### src/rtl/icsp_pkg.sv
package icsp_pkg;

    typedef struct packed {
        logic       req_type;
        logic [7:0] host_byte;
        logic       pin_bit;
    } t_in_item;

    typedef struct packed {
        logic [2:0] out_kind;
        logic       data_bit;
        logic [1:0] delay_ms;
        logic       pin_group;
        logic [2:0] pin_values;
        logic [7:0] reply_byte;
        logic       last;
    } t_out_item;

    typedef enum logic [2:0] {
        K_DRIVE   = 3'd0,
        K_RELEASE = 3'd1,
        K_SAMPLE  = 3'd2,
        K_DELAY   = 3'd3,
        K_PIN     = 3'd4,
        K_REPLY   = 3'd5,
        K_IDENT   = 3'd6,
        K_EXIT    = 3'd7
    } t_kind;

    typedef enum logic [1:0] {
        PH_IDLE = 2'd0,
        PH_HIGH = 2'd1,
        PH_LOW  = 2'd2,
        PH_READ = 2'd3
    } t_phase;

    typedef enum logic [1:0] {
        CLS_LOW   = 2'b00,
        CLS_CMD   = 2'b01,
        CLS_WRITE = 2'b10,
        CLS_READ  = 2'b11
    } t_cmd_class;

    typedef enum logic [3:0] {
        J_EXIT,
        J_IDENT,
        J_STATUS,
        J_PIN,
        J_CMD,
        J_CMD_WORD,
        J_CMD_READ,
        J_WORD,
        J_SAMPLE,
        J_READ_END
    } t_job;

    typedef struct packed {
        t_job        job;
        logic        four_bit;
        logic [1:0]  delay;
        logic [15:0] data;
    } t_desc;

    localparam logic [7:0] CMD_EXIT      = 8'h00;
    localparam logic [7:0] CMD_IDENT     = 8'h01;
    localparam logic [7:0] CMD_MODE_LO   = 8'h02;
    localparam logic [7:0] CMD_MODE_HI   = 8'h03;
    localparam logic [7:0] CMD_DELAY_LO  = 8'h04;
    localparam logic [7:0] CMD_DELAY_HI  = 8'h07;
    localparam logic [7:0] CMD_PIN_LO    = 8'h10;
    localparam logic [7:0] CMD_PIN_HI    = 8'h1F;

    localparam logic [1:0] DELAY_RESET   = 2'd2;
    localparam logic [4:0] CMD_BITS_4    = 5'd4;
    localparam logic [4:0] CMD_BITS_6    = 5'd6;
    localparam logic [4:0] READ_BITS_4   = 5'd16;
    localparam logic [4:0] READ_BITS_6   = 5'd14;
    localparam logic [4:0] WORD_STEPS    = 5'd16;
    localparam logic [4:0] WORD_TAIL_6   = 5'd15;
    localparam logic [7:0] STATUS_OK     = 8'd1;
    localparam logic [7:0] STATUS_FAIL   = 8'd0;

endpackage

### src/rtl/icsp_front.sv
module icsp_front (
    input  logic               i_clk,
    input  logic               i_rst_n,
    input  logic               i_accept,
    input  icsp_pkg::t_in_item i_req,
    output logic               o_job_valid,
    output icsp_pkg::t_desc    o_job
);
    import icsp_pkg::*;

    t_phase      r_phase, n_phase;
    logic        r_four, n_four;
    logic [1:0]  r_delay, n_delay;
    logic [7:0]  r_hold, n_hold;
    logic [15:0] r_shift, n_shift;
    logic [4:0]  r_bits, n_bits;
    logic [7:0]  b;

    assign b = i_req.host_byte;

    always_ff @(posedge i_clk) begin
        if (!i_rst_n) begin
            r_phase <= PH_IDLE;
            r_four  <= 1'b0;
            r_delay <= DELAY_RESET;
            r_hold  <= '0;
            r_shift <= '0;
            r_bits  <= '0;
        end else begin
            r_phase <= n_phase;
            r_four  <= n_four;
            r_delay <= n_delay;
            r_hold  <= n_hold;
            r_shift <= n_shift;
            r_bits  <= n_bits;
        end
    end

    always_comb begin
        n_phase     = r_phase;
        n_four      = r_four;
        n_delay     = r_delay;
        n_hold      = r_hold;
        n_shift     = r_shift;
        n_bits      = r_bits;
        o_job_valid = 1'b0;
        o_job       = '{job: J_STATUS, four_bit: r_four, delay: r_delay, data: '0};
        if (i_accept) begin
            if (i_req.req_type) begin
                if (r_phase == PH_READ) begin
                    n_shift = {1'b0, r_shift[15:1]};
                    if (r_four) begin
                        n_shift[15] = i_req.pin_bit;
                    end else begin
                        n_shift[13] = r_shift[14] | i_req.pin_bit;
                    end
                    if (r_bits != '0) begin
                        n_bits = r_bits - 5'd1;
                    end
                    o_job_valid = 1'b1;
                    if (n_bits != '0) begin
                        o_job.job = J_SAMPLE;
                    end else begin
                        o_job.job  = J_READ_END;
                        o_job.data = n_shift;
                        n_phase    = PH_IDLE;
                    end
                end
            end else begin
                case (r_phase)
                    PH_READ: begin
                    end
                    PH_HIGH: begin
                        n_hold  = b;
                        n_phase = PH_LOW;
                    end
                    PH_LOW: begin
                        o_job_valid = 1'b1;
                        o_job.job   = J_WORD;
                        o_job.data  = {r_hold, b};
                        n_phase     = PH_IDLE;
                    end
                    default: begin
                        o_job_valid = 1'b1;
                        o_job.data  = {8'h00, b};
                        case (t_cmd_class'(b[7:6]))
                            CLS_LOW: begin
                                if (b == CMD_EXIT) begin
                                    o_job.job = J_EXIT;
                                    n_phase   = PH_IDLE;
                                    n_four    = 1'b0;
                                    n_delay   = DELAY_RESET;
                                    n_hold    = '0;
                                    n_shift   = '0;
                                    n_bits    = '0;
                                end else if (b == CMD_IDENT) begin
                                    o_job.job = J_IDENT;
                                end else if (b inside {[CMD_MODE_LO:CMD_MODE_HI]}) begin
                                    n_four     = b[0];
                                    o_job.data = {8'h00, STATUS_OK};
                                end else if (b inside {[CMD_DELAY_LO:CMD_DELAY_HI]}) begin
                                    n_delay    = b[1:0];
                                    o_job.data = {8'h00, STATUS_OK};
                                end else if (b inside {[CMD_PIN_LO:CMD_PIN_HI]}) begin
                                    o_job.job = J_PIN;
                                end else begin
                                    o_job.data = {8'h00, STATUS_FAIL};
                                end
                            end
                            CLS_CMD: begin
                                o_job.job = J_CMD;
                            end
                            CLS_WRITE: begin
                                o_job.job = J_CMD_WORD;
                                n_phase   = PH_HIGH;
                            end
                            default: begin
                                o_job.job = J_CMD_READ;
                                n_shift   = '0;
                                n_bits    = r_four ? READ_BITS_4 : READ_BITS_6;
                                n_phase   = PH_READ;
                            end
                        endcase
                    end
                endcase
            end
        end
    end

    a_read_count: assert property (@(posedge i_clk) disable iff (!i_rst_n)
        (r_phase == PH_READ) == (r_bits != '0))
        else $error("bit count out of step with the read phase");

    a_mode_held_in_read: assert property (@(posedge i_clk) disable iff (!i_rst_n)
        (r_phase == PH_READ) && $past(r_phase == PH_READ) |-> $stable(r_four))
        else $error("command mode changed during a read");

    a_no_job_on_pin_outside_read: assert property (@(posedge i_clk) disable iff (!i_rst_n)
        i_accept && i_req.req_type && (r_phase != PH_READ) |-> !o_job_valid)
        else $error("pin bit outside a read produced work");

endmodule

### src/rtl/icsp_queue.sv
module icsp_queue #(
    parameter int DEPTH = 4
) (
    input  logic            i_clk,
    input  logic            i_rst_n,
    input  logic            i_push,
    input  icsp_pkg::t_desc i_desc,
    output logic            o_full,
    input  logic            i_pop,
    output logic            o_valid,
    output icsp_pkg::t_desc o_desc
);
    import icsp_pkg::*;

    localparam int PTR_W = (DEPTH > 1) ? $clog2(DEPTH) : 1;
    localparam int CNT_W = $clog2(DEPTH + 1);
    localparam logic [PTR_W-1:0] PTR_LAST = PTR_W'(DEPTH - 1);
    localparam logic [CNT_W-1:0] CNT_FULL = CNT_W'(DEPTH);

    t_desc            r_mem [DEPTH];
    logic [PTR_W-1:0] r_wr, n_wr;
    logic [PTR_W-1:0] r_rd, n_rd;
    logic [CNT_W-1:0] r_cnt, n_cnt;

    always_ff @(posedge i_clk) begin
        if (i_push) begin
            r_mem[r_wr] <= i_desc;
        end
    end

    always_ff @(posedge i_clk) begin
        if (!i_rst_n) begin
            r_wr  <= '0;
            r_rd  <= '0;
            r_cnt <= '0;
        end else begin
            r_wr  <= n_wr;
            r_rd  <= n_rd;
            r_cnt <= n_cnt;
        end
    end

    always_comb begin
        n_wr  = r_wr;
        n_rd  = r_rd;
        n_cnt = r_cnt;
        if (i_push) begin
            n_wr = (r_wr == PTR_LAST) ? '0 : r_wr + 1'b1;
        end
        if (i_pop) begin
            n_rd = (r_rd == PTR_LAST) ? '0 : r_rd + 1'b1;
        end
        if (i_push && !i_pop) begin
            n_cnt = r_cnt + 1'b1;
        end else if (!i_push && i_pop) begin
            n_cnt = r_cnt - 1'b1;
        end
    end

    assign o_full  = (r_cnt == CNT_FULL);
    assign o_valid = (r_cnt != '0);
    assign o_desc  = r_mem[r_rd];

    a_count_range: assert property (@(posedge i_clk) disable iff (!i_rst_n)
        r_cnt <= CNT_FULL)
        else $error("queue count beyond depth");

    a_no_pop_empty: assert property (@(posedge i_clk) disable iff (!i_rst_n)
        i_pop |-> r_cnt != '0)
        else $error("queue popped while empty");

    a_no_push_full: assert property (@(posedge i_clk) disable iff (!i_rst_n)
        i_push |-> r_cnt != CNT_FULL)
        else $error("queue pushed while full");

endmodule

### src/rtl/icsp_back.sv
module icsp_back (
    input  logic                i_clk,
    input  logic                i_rst_n,
    input  logic                i_job_valid,
    input  icsp_pkg::t_desc     i_job,
    output logic                o_job_pop,
    output logic                o_out_valid,
    output icsp_pkg::t_out_item o_out,
    input  logic                i_out_pop
);
    import icsp_pkg::*;

    logic      r_busy, n_busy;
    t_desc     r_desc;
    logic [4:0] r_step, n_step;
    logic      r_out_valid, n_out_valid;
    t_out_item r_out;
    t_out_item item;
    logic      out_free;
    logic      load;
    logic [4:0] ncmd;
    logic [4:0] rel;
    logic [4:0] word_idx;

    assign out_free = !r_out_valid || i_out_pop;
    assign ncmd     = r_desc.four_bit ? CMD_BITS_4 : CMD_BITS_6;
    assign rel      = r_step - ncmd - 5'd1;
    assign word_idx = r_step - 5'd1;

    always_comb begin
        item = '0;
        case (r_desc.job)
            J_EXIT: begin
                item.out_kind = K_EXIT;
                item.last     = 1'b1;
            end
            J_IDENT, J_PIN: begin
                if (r_step == '0) begin
                    item.out_kind   = (r_desc.job == J_IDENT) ? K_IDENT : K_PIN;
                    item.pin_group  = (r_desc.job == J_PIN) ? r_desc.data[3] : 1'b0;
                    item.pin_values = (r_desc.job == J_PIN) ? r_desc.data[2:0] : 3'd0;
                end else begin
                    item.out_kind   = K_REPLY;
                    item.reply_byte = STATUS_OK;
                    item.last       = 1'b1;
                end
            end
            J_STATUS: begin
                item.out_kind   = K_REPLY;
                item.reply_byte = r_desc.data[7:0];
                item.last       = 1'b1;
            end
            J_CMD, J_CMD_WORD, J_CMD_READ: begin
                if (r_step < ncmd) begin
                    item.out_kind = K_DRIVE;
                    item.data_bit = r_desc.data[r_step[3:0]];
                end else if (r_step == ncmd) begin
                    item.out_kind = K_DELAY;
                    item.delay_ms = r_desc.delay;
                    item.last     = (r_desc.job == J_CMD_WORD);
                end else if (rel == '0) begin
                    item.out_kind   = K_REPLY;
                    item.reply_byte = STATUS_OK;
                    item.last       = (r_desc.job == J_CMD);
                end else if (rel == 5'd1 && !r_desc.four_bit) begin
                    item.out_kind = K_RELEASE;
                end else begin
                    item.out_kind = K_SAMPLE;
                    item.last     = 1'b1;
                end
            end
            J_WORD: begin
                if (r_step == WORD_STEPS) begin
                    item.out_kind   = K_REPLY;
                    item.reply_byte = STATUS_OK;
                    item.last       = 1'b1;
                end else begin
                    item.out_kind = K_DRIVE;
                    if (r_desc.four_bit) begin
                        item.data_bit = r_desc.data[r_step[3:0]];
                    end else if (r_step == '0 || r_step == WORD_TAIL_6) begin
                        item.data_bit = 1'b0;
                    end else begin
                        item.data_bit = r_desc.data[word_idx[3:0]];
                    end
                end
            end
            J_SAMPLE: begin
                item.out_kind = K_SAMPLE;
                item.last     = 1'b1;
            end
            J_READ_END: begin
                if (r_step == '0) begin
                    item.out_kind = K_RELEASE;
                end else if (r_step == 5'd1) begin
                    item.out_kind   = K_REPLY;
                    item.reply_byte = r_desc.data[15:8];
                end else begin
                    item.out_kind   = K_REPLY;
                    item.reply_byte = r_desc.data[7:0];
                    item.last       = 1'b1;
                end
            end
            default: begin
                item.out_kind = K_EXIT;
                item.last     = 1'b1;
            end
        endcase
    end

    assign load      = i_job_valid && (!r_busy || (out_free && item.last));
    assign o_job_pop = load;

    always_comb begin
        n_busy      = r_busy;
        n_step      = r_step;
        n_out_valid = r_out_valid && !i_out_pop;
        if (r_busy && out_free) begin
            n_out_valid = 1'b1;
            n_step      = r_step + 5'd1;
            if (item.last) begin
                n_busy = 1'b0;
            end
        end
        if (load) begin
            n_busy = 1'b1;
            n_step = '0;
        end
    end

    always_ff @(posedge i_clk) begin
        if (!i_rst_n) begin
            r_busy      <= 1'b0;
            r_step      <= '0;
            r_out_valid <= 1'b0;
        end else begin
            r_busy      <= n_busy;
            r_step      <= n_step;
            r_out_valid <= n_out_valid;
        end
    end

    always_ff @(posedge i_clk) begin
        if (load) begin
            r_desc <= i_job;
        end
        if (r_busy && out_free) begin
            r_out <= item;
        end
    end

    assign o_out_valid = r_out_valid;
    assign o_out       = r_out;

    a_step_range: assert property (@(posedge i_clk) disable iff (!i_rst_n)
        r_busy |-> r_step <= WORD_STEPS)
        else $error("sequencer step beyond the longest job");

    a_held_when_stalled: assert property (@(posedge i_clk) disable iff (!i_rst_n)
        r_busy && !out_free |=> r_busy && $stable(r_step))
        else $error("sequencer advanced while the output was stalled");

    a_load_only_free: assert property (@(posedge i_clk) disable iff (!i_rst_n)
        load && r_busy |-> out_free && item.last)
        else $error("new job loaded before the current one finished");

endmodule

### src/rtl/icsp_command_serializer_unit.sv
// Channel   Handshake          Payload
// input     push / full        i_req (t_in_item)
// result    empty / pop        o_res (t_out_item)
//
// The front end takes one item per cycle while the job queue has room.
// The back end emits one result per cycle while the result is not stalled, 0 to 17 per item, which sets the rate.
// With the back end idle, an item's first result passes the job queue, the job register and the result register.
// Reset is synchronous; it restores phase, mode and delay and empties the queue.
// A stalled result holds the sequencer; input stops only when the queue fills.
module icsp_command_serializer_unit #(
    parameter int QUEUE_DEPTH = 4
) (
    input  logic                i_clk,
    input  logic                i_rst_n,
    input  logic                push,
    output logic                full,
    input  icsp_pkg::t_in_item  i_req,
    output logic                empty,
    input  logic                pop,
    output icsp_pkg::t_out_item o_res
);
    import icsp_pkg::*;

    logic  accept;
    logic  job_valid;
    t_desc job;
    logic  q_valid;
    t_desc q_desc;
    logic  q_pop;
    logic  out_valid;

    assign accept = push && !full;

    icsp_front u_front (
        .i_clk       (i_clk),
        .i_rst_n     (i_rst_n),
        .i_accept    (accept),
        .i_req       (i_req),
        .o_job_valid (job_valid),
        .o_job       (job)
    );

    icsp_queue #(
        .DEPTH (QUEUE_DEPTH)
    ) u_queue (
        .i_clk   (i_clk),
        .i_rst_n (i_rst_n),
        .i_push  (job_valid),
        .i_desc  (job),
        .o_full  (full),
        .i_pop   (q_pop),
        .o_valid (q_valid),
        .o_desc  (q_desc)
    );

    icsp_back u_back (
        .i_clk       (i_clk),
        .i_rst_n     (i_rst_n),
        .i_job_valid (q_valid),
        .i_job       (q_desc),
        .o_job_pop   (q_pop),
        .o_out_valid (out_valid),
        .o_out       (o_res),
        .i_out_pop   (pop)
    );

    assign empty = !out_valid;

endmodule
### config.mk
export PLATFORM = sky130hd
export DESIGN_NAME = icsp_command_serializer_unit
export DESIGN_NICKNAME = d
export VERILOG_FILES = /design/src/rtl/icsp_pkg.sv /design/src/rtl/icsp_front.sv /design/src/rtl/icsp_queue.sv /design/src/rtl/icsp_back.sv /design/src/rtl/icsp_command_serializer_unit.sv
export SDC_FILE = /design/constraint.sdc
export NUM_CORES = 1
export LEC_CHECK = 0
export BUFFER_PORTS_ARGS = -buffer_cell sky130_fd_sc_hd__buf_2
export CORE_MARGIN = 10
export CORE_UTILIZATION = 50
export DETAILED_ROUTE_END_ITERATION = 10
export PLACE_DENSITY = 0.67
export REMOVE_ABC_BUFFERS = 1
export SYNTH_ARGS = -nofsm -noshare
export SYNTH_HDL_FRONTEND = slang
export SYNTH_SLANG_ARGS = --single-unit
### constraint.sdc
create_clock -name i_clk -period 5.15 [get_ports i_clk]
set_input_delay 1.03 -clock i_clk [delete_from_list [all_inputs] [get_ports i_clk]]
set_output_delay 1.03 -clock i_clk [all_outputs]
set_load 0.01 [all_outputs]
==> impl_metrics.prom <==
# TYPE chip_impl_metric gauge
chip_impl_info{name="status",value="finished clean"} 1
chip_impl_metric{name="design.final.nets",unit=""} 669
chip_impl_info{name="worstSetupPathType",value="reg2reg"} 1
chip_impl_metric{name="drt_first_iter_violations",unit=""} 319
chip_impl_metric{name="via_count",unit=""} 5078
chip_impl_metric{name="clock_sinks",unit=""} 181
chip_impl_metric{name="detailedRoute.firstPassIterationCount",unit=""} 4
chip_impl_metric{name="netlist_instances",unit=""} 605
chip_impl_metric{name="post-route-drc-count",unit=""} 0
chip_impl_info{name="synth_most_common_cell",value="edfxtp_1"} 1
chip_impl_info{name="synth_area_leader_cell",value="edfxtp_1"} 1
chip_impl_info{name="critical_path.endpoint_type",value="register"} 1
chip_impl_metric{name="wirelength",unit="um"} 16100
chip_impl_metric{name="synthesis.area_per_instance",unit="um2"} 13.4
chip_impl_metric{name="ctsHtreeMaxLevel",unit=""} 4
chip_impl_metric{name="initial_utilization",unit="%"} 51.0
chip_impl_metric{name="grt_first_pass_wirelength",unit="um"} 26600
chip_impl_metric{name="grt_util_all_layers",unit="%"} 15.4
chip_impl_info{name="hold_path.class",value="reg2reg"} 1
chip_impl_metric{name="drive_gt1_share",unit="%"} 17.9
chip_impl_metric{name="placeableCoreArea",unit="um2"} 15900
chip_impl_metric{name="timing.critical_path.arrival",unit="ns"} 4.29
chip_impl_metric{name="post-cts-setup-buffers",unit=""} 0
chip_impl_metric{name="number_of_global_route_vias_before_repair",unit=""} 5100
chip_impl_info{name="post_synth_main_area_contributors",value="edfxtp_1 (50%), dfxtp_1 (12%), mux4_2 (8.9%), ha_1 (3.4%), a21oi_1 (2.3%)"} 1
chip_impl_metric{name="grt_overflow",unit=""} 0
chip_impl_metric{name="combPwrFrac",unit="%"} 22.8
chip_impl_metric{name="final_cycle_utilization_of_the_critical_path",unit="%"} 76.3
chip_impl_metric{name="detail-route-antenna-nets",unit=""} 0
chip_impl_metric{name="finalCoreUtilization",unit="%"} 56.6
chip_impl_info{name="rsz0062_at_grt",value="false"} 1
chip_impl_metric{name="cap_viol_max_count",unit=""} 0
chip_impl_metric{name="routed_wire_length_per_instance",unit="um"} 18.8
chip_impl_metric{name="grt_max_degree",unit=""} 36
chip_impl_metric{name="p_int",unit="uW"} 2900
chip_impl_metric{name="yosysWarningCount",unit=""} 0
chip_impl_metric{name="reg2reg_depth",unit=""} 15
chip_impl_metric{name="setup.reg_to_reg.worst_slack",unit="ns"} 1.22
chip_impl_metric{name="synth-edff-count",unit=""} 134
chip_impl_metric{name="worst-endpoint-required",unit="ns"} 5.50
chip_impl_metric{name="netSwitchingFraction",unit="%"} 30.3
chip_impl_metric{name="clockBufferDepth",unit=""} 2
chip_impl_metric{name="power-per-cell-area",unit="nW/um2"} 463
chip_impl_metric{name="synth.ff_latch_count",unit=""} 181
chip_impl_metric{name="ctsResizeCount",unit=""} 0
chip_impl_metric{name="synth-seq-area-share",unit="%"} 61.3
chip_impl_info{name="synth_ff_type",value="edfxtp_1"} 1
chip_impl_info{name="worstSetupStartpointType",value="register"} 1
chip_impl_metric{name="critPathMaxFanout",unit=""} 31
chip_impl_metric{name="numCtsBuffers",unit=""} 17
chip_impl_metric{name="die_h",unit="um"} 147
chip_impl_metric{name="p_leak",unit="uW"} 0.00306
chip_impl_metric{name="report.final.setup_viol",unit=""} 0
chip_impl_metric{name="antenna_found_initial",unit=""} 0
chip_impl_metric{name="timing.final.crit_period",unit="ns"} 3.93
chip_impl_metric{name="via_per_inst",unit=""} 5.90
chip_impl_info{name="clock_tree.root_cell",value="clkbuf_16"} 1
chip_impl_metric{name="p_switching",unit="uW"} 1260
chip_impl_metric{name="gp_congestion",unit=""} 0.903
chip_impl_metric{name="die-width",unit="um"} 147
chip_impl_info{name="synth_commonest_cells",value="edfxtp_1 (134), dfxtp_1 (47), nand2_1 (43)"} 1
chip_impl_metric{name="rows",unit=""} 46
chip_impl_metric{name="detailed_place_hpwl",unit="um"} 11300
chip_impl_metric{name="diodes",unit=""} 0
chip_impl_metric{name="worst_slew_margin_rel",unit="%"} 27.4
chip_impl_metric{name="share_clk_of_total_power",unit="%"} 28.5
chip_impl_metric{name="synth_cell_type_count",unit=""} 66
chip_impl_metric{name="worstHoldPathCells",unit=""} 2
chip_impl_metric{name="fin_skew",unit="ns"} 0.00651
chip_impl_metric{name="seq_power_share",unit="%"} 48.7
chip_impl_metric{name="synthToLayoutAreaGrowth",unit="%"} 11.0
chip_impl_metric{name="report.final.slew_viol_count",unit=""} 0
chip_impl_metric{name="source_to_sink_clock_delay_at_the_later_pin_of_the_worst_skew_pair",unit="ns"} 0.42
chip_impl_metric{name="syn-cell-area",unit="um2"} 8100
chip_impl_metric{name="cts_hold_buf",unit=""} 0
chip_impl_metric{name="die_area",unit="um2"} 21700
chip_impl_metric{name="path_clk_slew",unit="ns"} 0.07
chip_impl_metric{name="synth-async-reset-ratio",unit="%"} 0
chip_impl_metric{name="setup_tns",unit="ns"} 0
chip_impl_info{name="clock_tree_from_tritoncts",value="done"} 1
chip_impl_metric{name="io_pins",unit=""} 35
chip_impl_metric{name="tightestPinTransition",unit="ns"} 1.09
chip_impl_metric{name="upper_clock_frequency_limit",unit="MHz"} 254
chip_impl_metric{name="ir_drop",unit="V"} 0.000229
chip_impl_metric{name="synth_largest_type_area_fraction",unit="%"} 49.7
chip_impl_metric{name="hold_viol",unit=""} 0
chip_impl_metric{name="placement.io_buffers",unit=""} 34
==> final timing paths <==
| kind | start | endpoint |
|---|---|---|
| max | u_back.r_step[1]$_SDFFE_PP0P_ | u_queue.r_cnt[2]$_SDFFE_PN0P_ |
| min | u_front.r_shift[14]$_SDFFE_PN0P_ | u_front.r_shift[14]$_SDFFE_PN0P_ |
| max reg2reg | u_back.r_step[1]$_SDFFE_PP0P_ | u_queue.r_cnt[2]$_SDFFE_PN0P_ |
| min reg2reg | u_front.r_shift[14]$_SDFFE_PN0P_ | u_front.r_shift[14]$_SDFFE_PN0P_ |
==> logic make-up (layout without fill, tap and decap cells) <==
family                   count (synthesis)  after routing  synth area share, %
flip-flops                             181            181                 61.3
AND/OR/NAND/NOR                        169            169                 10.7
AO/OA/AOI/OAI                          126            126                 10.7
buffers and inverters                   60             99                 3.06
multiplexers                            39             39                 9.78
adder cells (fa/ha/maj)                 23             23                 3.65
XOR/XNOR                                 7              7                0.757
==> state kept, by name, indices dropped and copies added, names as in the netlist <==
| name | count |
|---|---|
| u_back.o_out | 19 |
| u_back.o_out_valid | 1 |
| u_back.r_busy | 1 |
| u_back.r_desc | 23 |
| u_back.r_step | 5 |
| u_front.r_bits | 5 |
| u_front.r_delay | 2 |
| u_front.r_four | 1 |
| u_front.r_hold | 8 |
| u_front.r_phase | 2 |
| u_front.r_shift | 15 |
| u_queue.r_cnt | 3 |
| u_queue.r_mem | 92 |
| u_queue.r_rd | 2 |
| u_queue.r_wr | 2 |
==> layout by cell type (no fill, tap or decap), types with 17 or more instances in the layout <==
master / instances
a21oi_1: 38
ha_1: 22
mux4_2: 32
nand2_1: 43
nor2_1: 29
a22o_1: 19
dfxtp_1: 47
inv_1: 26
edfxtp_1: 134
buf_2: 34
o21ai_0: 21
clkbuf_16: 17
nand3_1: 21
==> final cells by class <==
class | count | area, um2
Clock buffer | 17 | 425
Clock inverter | 14 | 119
Fill cell | 1268 | 6890
Inverter | 26 | 97.6
Multi-Input combinational cell | 364 | 2890
Sequential cell | 181 | 4960
Tap cell | 216 | 270
Timing Repair Buffer | 42 | 230
==> power by group through the flow <==
stage / combinational, uW / clock [uW] / sequential, uW
final: 949 / 1190 / 2030
after global routing: 1060 / 1280 / 2050
after CTS: 964 / 1210 / 2030
after detailed placement: 959 / 0 / 2060
after global placement: 944 / 0 / 2050
after floorplan: 645 / 0 / 2060
==> metal layers <==
metal / wire [um] / track usage [%] / up-vias
met1: 7160 / 19.4 / 2506
met2: 7820 / 24.8 / 179
met3: 857 / 4.02 / 25
li1: - / - / 2368
met5: 0 / 0 / -
met4: 310 / 6.00 / 0
==> through the flow <==
| step | instances | power (uW) | setup WS [ns] | instance area, um2 | hold WS, ns |
|---|---|---|---|---|---|
| floorplan | 571 | 2700 | 1.42 | 7950 | 0.432 |
| global placement | 829 | 3000 | 1.37 | 8450 | 0.441 |
| detailed placement | 829 | 3020 | 1.22 | 8450 | 0.450 |
| CTS | 860 | 4200 | 1.21 | 8990 | 0.457 |
| global route | 860 | 4390 | 0.879 | 8990 | 0.481 |
| finish | 860 | 4160 | 1.22 | 8990 | 0.456 |
==> worst max-delay path: stages, from the launching register on <==
cell      delay [ns]
dfxtp_1         0.57
inv_1           0.19
ha_1            0.38
nor3_1          0.20
o21ai_0         0.13
a211oi_1        0.38
o41a_1          0.29
o31ai_4         0.08
buf_4           0.26
inv_1           0.11
ha_1            0.18
inv_1           0.07
fa_1            0.37
xor2_1          0.17
or3_1           0.31
a21oi_1         0.16
Power figures use the tool's default switching activity.
